File: src/hdl/assert_macros.svh
// assert_macros.svh - shorthand for the concurrent checks of the cosine distance unit.
// Expects clk_i and rst_ni in the scope where a macro is used.
`ifndef ASSERT_MACROS_SVH
`define ASSERT_MACROS_SVH

// Same-cycle implication, disabled during reset
`define CDU_ASSERT_IMP(lbl, ante, cons, msg) \
  lbl: assert property (@(posedge clk_i) disable iff (!rst_ni) (ante) |-> (cons)) \
    else $error(msg);

// Next-cycle implication, disabled during reset
`define CDU_ASSERT_NXT(lbl, ante, cons, msg) \
  lbl: assert property (@(posedge clk_i) disable iff (!rst_ni) (ante) |=> (cons)) \
    else $error(msg);

`endif

File: src/hdl/cdu_pkg.sv
// cdu_pkg.sv - widths, codes and shared types of the cosine distance unit.
// No dependencies; imported by every module of the block.
package cdu_pkg;

  // Field and register widths
  localparam int DIMS_W   = 11;
  localparam int VAL_W    = 16;
  localparam int IDX_W    = 16;
  localparam int DIST_W   = 18;
  localparam int APB_AW   = 3;
  localparam int APB_DW   = 32;

  // Accumulators: dims is 11 bits, so at most 2047 squares of up to 2^30
  localparam int SQ_W     = 31;
  localparam int PROD_W   = 32;
  localparam int NORM_W   = 41;
  localparam int DOT_W    = 42;
  localparam int MAG_W    = 41;

  // Back end datapath
  localparam int PRODUCT_W = 2 * NORM_W;
  localparam int ROOT_W    = NORM_W;
  localparam int REM_W     = ROOT_W + 3;
  localparam int FRAC_W    = 16;
  localparam int DIVD_W    = MAG_W + FRAC_W;
  localparam int CNT_W     = 6;
  localparam int MUL_STEPS  = NORM_W;
  localparam int SQRT_STEPS = ROOT_W;
  localparam int DIV_STEPS  = DIVD_W;

  // Stream packing
  localparam int OUT_TDATA_W = 40;
  localparam int OUT_PAD_W   = OUT_TDATA_W - IDX_W - DIST_W;

  // Defaults for the top level parameters
  localparam int MAX_DIM_DEF     = 1024;
  localparam int MAX_VECTORS_DEF = 65536;

  localparam logic [DIMS_W-1:0] DIMS_RESET = 11'd128;
  localparam logic [DIST_W-1:0] DIST_ONE   = 18'd65536;
  localparam logic [DIST_W-1:0] DIST_MAX   = 18'd131072;

  // Command codes (tuser of the input stream)
  localparam logic CMD_QUERY = 1'b0;
  localparam logic CMD_CAND  = 1'b1;

  // Register index, taken from paddr word bit
  localparam logic REG_DIMS = 1'b0;

  typedef enum logic [2:0] {
    ST_IDLE,
    ST_MUL,
    ST_SQRT,
    ST_DIV,
    ST_DONE
  } be_state_e;

  // Finished candidate handed from the accumulator to the back end
  typedef struct packed {
    logic signed [DOT_W-1:0] dot;
    logic [NORM_W-1:0]       qn;
    logic [NORM_W-1:0]       cn;
    logic [IDX_W-1:0]        idx;
  } job_t;

  // One result item
  typedef struct packed {
    logic              degen;
    logic [IDX_W-1:0]  idx;
    logic [DIST_W-1:0] distance;
  } res_t;

endpackage

File: src/hdl/cdu_back.sv
// cdu_back.sv - per-candidate back end: norm product, integer square root, division.
// Depends on cdu_pkg; one shared subtractor serves the root and the quotient.
module cdu_back import cdu_pkg::*; (
  input  logic clk_i,
  input  logic rst_ni,
  input  logic job_valid_i,
  input  job_t job_i,
  output logic idle_o,
  output logic res_valid_o,
  output res_t res_o,
  input  logic res_ready_i
);

  be_state_e st_q, st_d;

  logic [CNT_W-1:0]     cnt_q;
  logic [PRODUCT_W-1:0] acc_q, ma_q;
  logic [NORM_W-1:0]    mb_q;
  logic [ROOT_W-1:0]    root_q;
  logic [REM_W-1:0]     rem_q;
  logic [DIST_W-1:0]    quo_q;
  logic                 ovf_q, neg_q, degen_q;
  logic [MAG_W-1:0]     mag_q;
  logic [IDX_W-1:0]     idx_q;

  logic res_valid_q;
  res_t res_q;

  logic job_degen, res_free, load_res, step_last;

  assign job_degen = (job_i.qn == '0) || (job_i.cn == '0);
  assign res_free  = !res_valid_q || res_ready_i;

  // Next state
  always_comb begin
    st_d = st_q;
    case (st_q)
      ST_IDLE: begin
        if (job_valid_i) begin
          st_d = job_degen ? ST_DONE : ST_MUL;
        end
      end
      ST_MUL: begin
        if (step_last) st_d = ST_SQRT;
      end
      ST_SQRT: begin
        if (step_last) st_d = ST_DIV;
      end
      ST_DIV: begin
        if (step_last) st_d = ST_DONE;
      end
      ST_DONE: begin
        if (res_free) st_d = ST_IDLE;
      end
      default: st_d = ST_IDLE;
    endcase
  end

  // State outputs
  always_comb begin
    idle_o    = 1'b0;
    load_res  = 1'b0;
    step_last = (cnt_q == '0);
    case (st_q)
      ST_IDLE: idle_o   = 1'b1;
      ST_DONE: load_res = res_free;
      default: ;
    endcase
  end

  always_ff @(posedge clk_i or negedge rst_ni) begin
    if (!rst_ni) begin
      st_q <= ST_IDLE;
    end else begin
      st_q <= st_d;
    end
  end

  // Shared compare/subtract for root and quotient digits
  logic [REM_W-1:0]     sq_rem_sh, dv_rem_sh, trial, op_a, op_b, rem_sub;
  logic [REM_W:0]       diff;
  logic                 ge;
  logic [ROOT_W-1:0]    root_next;
  logic [DIST_W-1:0]    quo_next;
  logic [DOT_W-1:0]     mag_w;

  assign sq_rem_sh = {rem_q[REM_W-3:0], acc_q[PRODUCT_W-1 -: 2]};
  assign trial     = {1'b0, root_q, 2'b01};
  assign dv_rem_sh = {rem_q[REM_W-2:0], acc_q[DIVD_W-1]};
  assign op_a      = (st_q == ST_SQRT) ? sq_rem_sh : dv_rem_sh;
  assign op_b      = (st_q == ST_SQRT) ? trial : REM_W'(root_q);
  assign diff      = {1'b0, op_a} - {1'b0, op_b};
  assign ge        = !diff[REM_W];
  assign rem_sub   = diff[REM_W-1:0];
  assign root_next = {root_q[ROOT_W-2:0], ge};
  assign quo_next  = {quo_q[DIST_W-2:0], ge};
  assign mag_w     = job_i.dot[DOT_W-1] ? DOT_W'(-job_i.dot) : DOT_W'(job_i.dot);

  always_ff @(posedge clk_i or negedge rst_ni) begin
    if (!rst_ni) begin
      cnt_q <= '0;
    end else begin
      case (st_q)
        ST_IDLE: cnt_q <= CNT_W'(MUL_STEPS - 1);
        ST_MUL:  cnt_q <= step_last ? CNT_W'(SQRT_STEPS - 1) : cnt_q - CNT_W'(1);
        ST_SQRT: cnt_q <= step_last ? CNT_W'(DIV_STEPS - 1) : cnt_q - CNT_W'(1);
        ST_DIV:  cnt_q <= cnt_q - CNT_W'(1);
        default: cnt_q <= cnt_q;
      endcase
    end
  end

  // Datapath
  always_ff @(posedge clk_i) begin
    case (st_q)
      ST_IDLE: begin
        if (job_valid_i) begin
          acc_q   <= '0;
          ma_q    <= PRODUCT_W'(job_i.qn);
          mb_q    <= job_i.cn;
          mag_q   <= mag_w[MAG_W-1:0];
          neg_q   <= job_i.dot[DOT_W-1];
          idx_q   <= job_i.idx;
          degen_q <= job_degen;
        end
      end
      // Shift-add product of the two norms, one multiplier bit a cycle
      ST_MUL: begin
        if (mb_q[0]) acc_q <= acc_q + ma_q;
        ma_q <= ma_q << 1;
        mb_q <= mb_q >> 1;
        if (step_last) begin
          rem_q  <= '0;
          root_q <= '0;
        end
      end
      // Square root, two radicand bits a cycle; last step loads the dividend
      ST_SQRT: begin
        if (step_last) begin
          root_q <= root_next | ROOT_W'(root_next == '0);
          acc_q  <= PRODUCT_W'({mag_q, FRAC_W'(0)});
          rem_q  <= '0;
          quo_q  <= '0;
          ovf_q  <= 1'b0;
        end else begin
          rem_q  <= ge ? rem_sub : sq_rem_sh;
          acc_q  <= acc_q << 2;
          root_q <= root_next;
        end
      end
      // Restoring division, one quotient bit a cycle, saturating
      ST_DIV: begin
        rem_q <= ge ? rem_sub : dv_rem_sh;
        quo_q <= quo_next;
        ovf_q <= ovf_q | quo_q[DIST_W-1];
        acc_q <= acc_q << 1;
      end
      default: ;
    endcase
  end

  // Result formatting
  logic [DIST_W-1:0] quo_sat, dist_val;

  assign quo_sat = (ovf_q || (quo_q > DIST_ONE)) ? DIST_ONE : quo_q;
  always_comb begin
    if (degen_q) begin
      dist_val = DIST_ONE;
    end else if (neg_q) begin
      dist_val = DIST_ONE + quo_sat;
    end else begin
      dist_val = DIST_ONE - quo_sat;
    end
  end

  // Output register
  always_ff @(posedge clk_i or negedge rst_ni) begin
    if (!rst_ni) begin
      res_valid_q <= 1'b0;
    end else if (load_res) begin
      res_valid_q <= 1'b1;
    end else if (res_ready_i) begin
      res_valid_q <= 1'b0;
    end
  end

  always_ff @(posedge clk_i) begin
    if (load_res) begin
      res_q <= '{degen: degen_q, idx: idx_q, distance: dist_val};
    end
  end

  assign res_valid_o = res_valid_q;
  assign res_o       = res_q;

endmodule

File: config.mk
export PLATFORM = sky130hd
export DESIGN_NAME = cdu_back
export DESIGN_NICKNAME = d
export VERILOG_FILES = /design/src/hdl/assert_macros.svh /design/src/hdl/cdu_pkg.sv /design/src/hdl/cdu_back.sv
export SDC_FILE = /design/constraint.sdc
export NUM_CORES = 1
export LEC_CHECK = 0
export BUFFER_PORTS_ARGS = -buffer_cell sky130_fd_sc_hd__buf_2
export CORE_UTILIZATION = 60
export CTS_CLUSTER_DIAMETER = 30
export DETAILED_ROUTE_END_ITERATION = 16
export PLACE_DENSITY = 0.79
export SLEW_MARGIN = 20
export SYNTH_ARGS = -nofsm -noshare
export SYNTH_HDL_FRONTEND = slang
export SYNTH_SLANG_ARGS = --single-unit
export TNS_END_PERCENT = 100
File: constraint.sdc
create_clock -name clk_i -period 7.9 [get_ports clk_i]
set_input_delay 1.58 -clock clk_i [delete_from_list [all_inputs] [get_ports clk_i]]
set_output_delay 1.58 -clock clk_i [all_outputs]
set_load 0.01 [all_outputs]
==> results of run 1 <==
cells by family after synthesis:
group / synth area share (%)
buf+inv: 2.94
simple gates: 18.7
flops: 46.9
mux: 0.276
fa+ha+maj: 6.20
compound gates: 19.5
xor+xnor: 5.50
cells in the mapped netlist, drive strengths merged, types with 5 or more instances:
cell     instances  share of area [%]
nor2           121                1.7
nor2b           19               0.45
or2              7               0.17
clkbuf         154                2.2
a2111oi          6               0.20
xnor2           98                3.3
a21o            70                2.0
nand4           38               0.90
or3             24               0.63
o21a            13               0.37
a21boi           6               0.17
a21oi          281                5.4
or4             13               0.43
nand2          563                8.0
ha             127                6.0
nand2b          20               0.48
nand3           27               0.51
dfrtp           10               0.95
buf             10               0.14
o41ai            7               0.30
a22oi           56                1.6
and3            32               0.76
o22ai           65                1.5
o31ai           26               0.76
mux2i            5               0.19
and2            95                2.3
nor4            37               0.88
xor2            67                2.2
nor3b           10               0.29
a31oi           22               0.52
a221oi          26               0.87
o21bai          24               0.69
nor3            53                1.0
a211oi          24               0.69
o21ai          139                2.6
inv             42               0.60
edfxtp         402                 46
o211ai          13               0.37
metal layers:
metal	GRT usage, %	vias up	share of wire [%]
met2	52.8	821	50
met5	0	-	0
met4	11.4	0	2.8
met1	38.2	10800	41
li1	-	10700	-
met3	4.79	157	5.8
cells in the final DEF (no fill, tap or decap), drive strengths merged, types with 26 or more instances in the layout:
cell type,count
nand2,563
edfxtp,402
a21oi,281
buf,208
o21ai,139
ha,127
nor2,121
clkbuf,106
xnor2,98
and2,95
a21o,70
xor2,67
o22ai,65
a22oi,56
nor3,53
inv,50
clkinv,41
nand4,38
nor4,37
and3,32
nand3,27
a221oi,26
o31ai,26
stage by stage:
stage,area [sq um],hold slack (ps),instances
after floorplan,26300,400,2800
after global placement,27600,401,3429
after detailed placement,27600,405,3429
after CTS,31000,415,3610
after global routing,31000,430,3610
final,31000,414,3610
layout make-up:
type	instances	area [sq um]	area share [%]
timing repair buffer	208	1110	3.58
clock inverter	75	908	2.93
inverter	42	158	0.509
multi-input combinational	2182	13300	42.8
sequential	412	12300	39.8
tap	585	732	2.36
clock buffer	106	2480	8.01
state kept, by name, summed over array words and instances (netlist names):
register	flops
neg_q	1
res_o	35
rem_q	43
st_q	3
ovf_q	1
ma_q	82
root_q	41
mb_q	41
cnt_q	6
mag_q	41
res_valid_o	1
degen_q	1
idx_q	16
quo_q	18
acc_q	82
how the worst max path moves through the flow:
| stage | slack [ps] | to |
|---|---|---|
| floorplan | 1710 | acc_q[0]$_DFFE_PP_ |
| global placement | 2050 | rem_q[25]$_DFFE_PP_ |
| detailed placement | 1880 | rem_q[18]$_DFFE_PP_ |
| CTS | 1840 | rem_q[18]$_DFFE_PP_ |
| global route | 1320 | rem_q[18]$_DFFE_PP_ |
| finish | 1760 | rem_q[18]$_DFFE_PP_ |
==> out/results.txt, run 1 <==
largest delay contributor family on the critical path: compound AO/OA/AOI/OAI gates
clock root buffer master: clkbuf_16
worst-case reg-to-reg path depth: 18
max-capacitance violation count: 0
DIE WIDTH: 211 um
required time of the critical path: 8340 ps
fill cell instance count of the final layout: 3187
post-CTS resize count: 0
Cells after Synth: 2800
summed negative setup slack over all endpoints: 0 ps
maximum root-to-sink buffer count: 3
achievable frequency: 163 MHz
overall global routing resource usage: 30.4%
Place WS: 1880 ps
fin nets: 3215
number of buffer and inverter stages on the critical path: 4
hold-critical path depth: 0
Final period util: 77.8%
type of element capturing the critical path: register
Initial Utilization: 60.9%
count of TritonRoute iterations in the first routing pass: 6
classification of the worst-slack hold path: register to register
most used cell along the critical path: buf_4
vertical die dimension: 211 um
crit-path cells: nand2b_2 > buf_4 > nor2_4 > or2_2 > ha_1 > inv_1 > fa_1 > a21oi_1 > o31ai_1 > a41oi_1 > nor3_1 > nor4_1 > buf_4 > o31a_1 > nor2_2 > buf_4 > o21ai_0 > a221oi_1
DRC violation count after routing: 0
hold buffer count at CTS: 0
top flip-flop cell by instance count after synthesis: edfxtp_1
sinks on the clock net: 412
Placeable Area: 0.0432 sq mm
origin of the worst setup path: st_q[2]$_DFFE_PN0P_
sequential cell area fraction in the yosys report: 46.9%
CP arrival: 6580 ps
max-slew headroom at the worst pin: 26.3%
critical register-to-register path startpoint: st_q[2]$_DFFE_PN0P_
YS warnings: 0
final design utilization: 71.8%
remaining antenna violation count after routing: 0
Crit Path Category: register to register
fraction of final layout cells sized beyond drive strength 1: 13.4%
Post-Synthesis Net Count: 3073
Avg Synthesized Cell Area: 9.39 sq um
total number of vias: 22500
drt initial violations: 2158
Slew Viols, Final: 0
area of the mapped netlist: 0.0263 sq mm
residual overflow from global routing: 0
capture endpoint of the worst hold path: res_o[29]$_DFFE_PP_
synthesis-stage register bit count: 412
slowest cell on the critical path: dfrtp_1
buffer count from post-CTS setup fixing: 0
endpoints failing hold: 0
start point of the worst min-delay path: idx_q[11]$_DFFE_PP_
routability congestion estimate: 0.929
first-pass GRT wire length: 110000 um
WL per Instance: 18.9 um
worst-case setup margin in the final layout: 1760 ps
TritonCTS clock tree: built
Max FO, Critical Path: 61
I/O pins: 181
vias per cell: 6.23
worst clock skew: 26.1 ps
overall die area: 0.0446 sq mm
total wire length after detailed routing: 68100 um
R2R Path End: rem_q[18]$_DFFE_PP_
longest individual stage delay on the worst path: 890 ps
Inserted Clock Buffers: 96
Skew-Pair Late Insertion Delay: 630 ps
Setup crit start kind: register
pin count of the biggest net entering global routing: 101
antenna violations before repair: 0
count of different cell masters after synthesis: 70
asr flop ratio synth: 2.43%
final setup violation count: 0
input/output buffers: 180
vias in the first global route: 22100
setup slack of the worst register-to-register path: 1760 ps
setup repair after global routing missed its margin: false
slew at the pin with the worst max-slew slack: 1090 ps
number of flops mapped to enable cells by yosys: 402
area grow syn2layout: 17.9%
post-layout min period: 6140 ps
Clock transition at path regs: 50 ps
DPL Wire Length: 46300 um
status: finished clean
number of levels the H-tree was split into: 3
number of rows created at floorplan: 76
antenna cells: 0
number of cells on the critical path: 18
Power of run 1 is left out: the tool's default activity adds up to more than one toggle a clock period on the data nets, which glitch-free logic cannot reach.
==> run 2, diff against run 1 <==
Settings changed: CORE_UTILIZATION 60 to 56, PLACE_DENSITY 0.79 to 0.78.
Clock period 7.9 ns to 5.3 ns, I/O delays scaled along.
==> run 2 against run 1 <==
  * Cell area down 0.20%
  * Global-route usage down 2.3 points
  * Register-to-register slack worse by 1400 ps
  * Non-clock buffer count up 10
  * Via count down 0.53%
  * Routed wire length down 1.7%
  * Cell count up 0.50%
  * Hold slack worse by 120 ps
  * Setup slack worse by 1400 ps
==> out/results.txt, run 2 (synthesis results as in run 1) <==
status: finished clean
commonest non-fill, non-tap cells in the layout: 563 x nand2_1, 402 x edfxtp_1, 279 x a21oi_1
first-pass GRT wire length: 109000 um (-0.91%)
antenna cells: 0 (unchanged)
largest registers in the final layout: acc_q x82, ma_q x82, rem_q x43
fill cell instance count of the final layout: 3651 (+15%)
total wire length after detailed routing: 67000 um (-1.7%)
post-layout min period: 4910 ps (-1230 ps)
buffer count from post-CTS setup fixing: 0 (unchanged)
remaining antenna violation count after routing: 0 (unchanged)
I/O pins: 181 (unchanged)
vias in the first global route: 22100 (+0.091%)
worst clock skew: 34.1 ps (+8.06 ps)
vias per cell: 6.17 (-1.0%)
DIE WIDTH: 219 um (+3.5%)
count of TritonRoute iterations in the first routing pass: 6 (unchanged)
Initial Utilization: 56.6% (-4.3 points)
most common cell after layout, fill and taps aside: nand2_1
Placeable Area: 0.0465 sq mm (+7.6%)
overall global routing resource usage: 28.1% (-2.3 points)
DPL Wire Length: 46300 um (about the same)
antenna violations before repair: 0 (unchanged)
DRC violation count after routing: 0 (unchanged)
fin nets: 3220 (+0.16%)
max-capacitance violation count: 0 (unchanged)
type of element capturing the critical path: register
filler-free cell count of the finished design: 3628 (+0.50%)
number of cells in the design after placement: 3461 (+0.93%)
classification of the worst-slack hold path: input pin to asynchronous set/reset pin
drt initial violations: 1806 (-16%)
overall die area: 0.0478 sq mm (+7.1%)
maximum root-to-sink buffer count: 3 (unchanged)
Setup crit start kind: register
post-CTS resize count: 0 (unchanged)
final setup violation count: 0 (unchanged)
summed negative setup slack over all endpoints: 0 ps (unchanged)
Skew-Pair Late Insertion Delay: 630 ps (about the same)
achievable frequency: 204 MHz (+25%)
Max FO, Critical Path: 22 (-64%)
clock root buffer master: clkbuf_16
routability congestion estimate: 0.936 (+0.72%)
fraction of final layout cells sized beyond drive strength 1: 13.6% (+0.22 points)
max-slew headroom at the worst pin: 26.5% (+0.22 points)
area grow syn2layout: 17.7%
Slew Viols, Final: 0 (unchanged)
Crit Path Category: register to register
endpoints failing hold: 0 (unchanged)
total number of vias: 22400 (-0.53%)
Clock transition at path regs: 50 ps (about the same)
WL per Instance: 18.5 um (-2.2%)
TritonCTS clock tree: built
sinks on the clock net: 412 (unchanged)
hold buffer count at CTS: 0 (unchanged)
number of rows created at floorplan: 79 (+3.9%)
Final period util: 92.6% (+15 points)
vertical die dimension: 219 um (+3.5%)
input/output buffers: 180 (unchanged)
slew at the pin with the worst max-slew slack: 1090 ps (-3.27 ps)
required time of the critical path: 5630 ps (-2710 ps)
residual overflow from global routing: 0 (unchanged)
CP arrival: 5240 ps (-1340 ps)
setup repair after global routing missed its margin: false
number of levels the H-tree was split into: 3 (unchanged)
pin count of the biggest net entering global routing: 108 (+6.9%)
Inserted Clock Buffers: 91 (-5.2%)
-- run 2: cell types whose count changed in the layout (fill, tap and decap cells not counted), moves of 2 or more --
cell / before / now
clkinv_16: 0 / 3
clkinv_2: 13 / 16
clkbuf_16: 98 / 91
clkbuf_8: 0 / 5
clkinv_4: 11 / 8
clkinv_1: 16 / 5
buf_12: 0 / 2
inv_16: 2 / 0
bufinv_16: 17 / 14
buf_4: 28 / 35
-- run 2: stage by stage --
stage / util (%) / worst slack (ps) / instance area, sq um / hold WS (ps)
floorplan: - / 185 / 26300 / 400
global placement: 59.7 / 420 / 27700 / 402
detailed placement: 59.7 / 338 / 27700 / 407
CTS: 66.6 / 459 / 30900 / 274
global route: 66.6 / 66.2 / 30900 / 293
finish: 66.6 / 392 / 30900 / 293
-- run 2: final timing paths --
check                                          from                       to  slack, ps  depth (start not counted)
max in group asynchronous                    rst_ni      st_q[0]$_DFFE_PN0P_       4780                          1
worst max register to register  st_q[2]$_DFFE_PN0P_      rem_q[12]$_DFFE_PP_        390                         15
worst min-delay path                         rst_ni  res_valid_o$_DFFE_PN0P_        290                          1
min in group clk_i               idx_q[9]$_DFFE_PP_      res_o[27]$_DFFE_PP_        410                          0
worst max-delay path            st_q[2]$_DFFE_PN0P_      rem_q[12]$_DFFE_PP_        390                         15
worst min register to register   idx_q[9]$_DFFE_PP_      res_o[27]$_DFFE_PP_        410                          0
-- run 2: area by class of cell --
class / instances / area [sq um] / area share (%)
clock inverter: 62 / 815 / 2.63
tap: 607 / 759 / 2.46
clock buffer: 105 / 2380 / 7.69
multi-input combinational: 2182 / 13300 / 42.9
timing repair buffer: 218 / 1210 / 3.93
sequential: 412 / 12300 / 39.8
inverter: 42 / 158 / 0.510
-- run 2: layer usage --
layer | vias up | global-route usage [%] | share of wire, %
met3 | 187 | 4.47 | 5.5
met5 | - | 0 | 0
met1 | 10700 | 34.6 | 41
met4 | 0 | 11.6 | 3.4
met2 | 798 | 48.8 | 50
li1 | 10700 | - | -
-- run 2: critical path, stage by stage (launching register included) --
cell	delay, ps
dfrtp_1	360
nand2b_2	210
or2_2	500
nand2_1	140
nand2_1	100
fa_1	470
a21oi_1	290
o31ai_1	190
a41oi_1	510
nor3_1	160
nor4_1	470
o31a_1	410
nor3_1	150
buf_4	250
a221oi_1	310
a211oi_1	100
Power of run 2 is left out for the same reason.
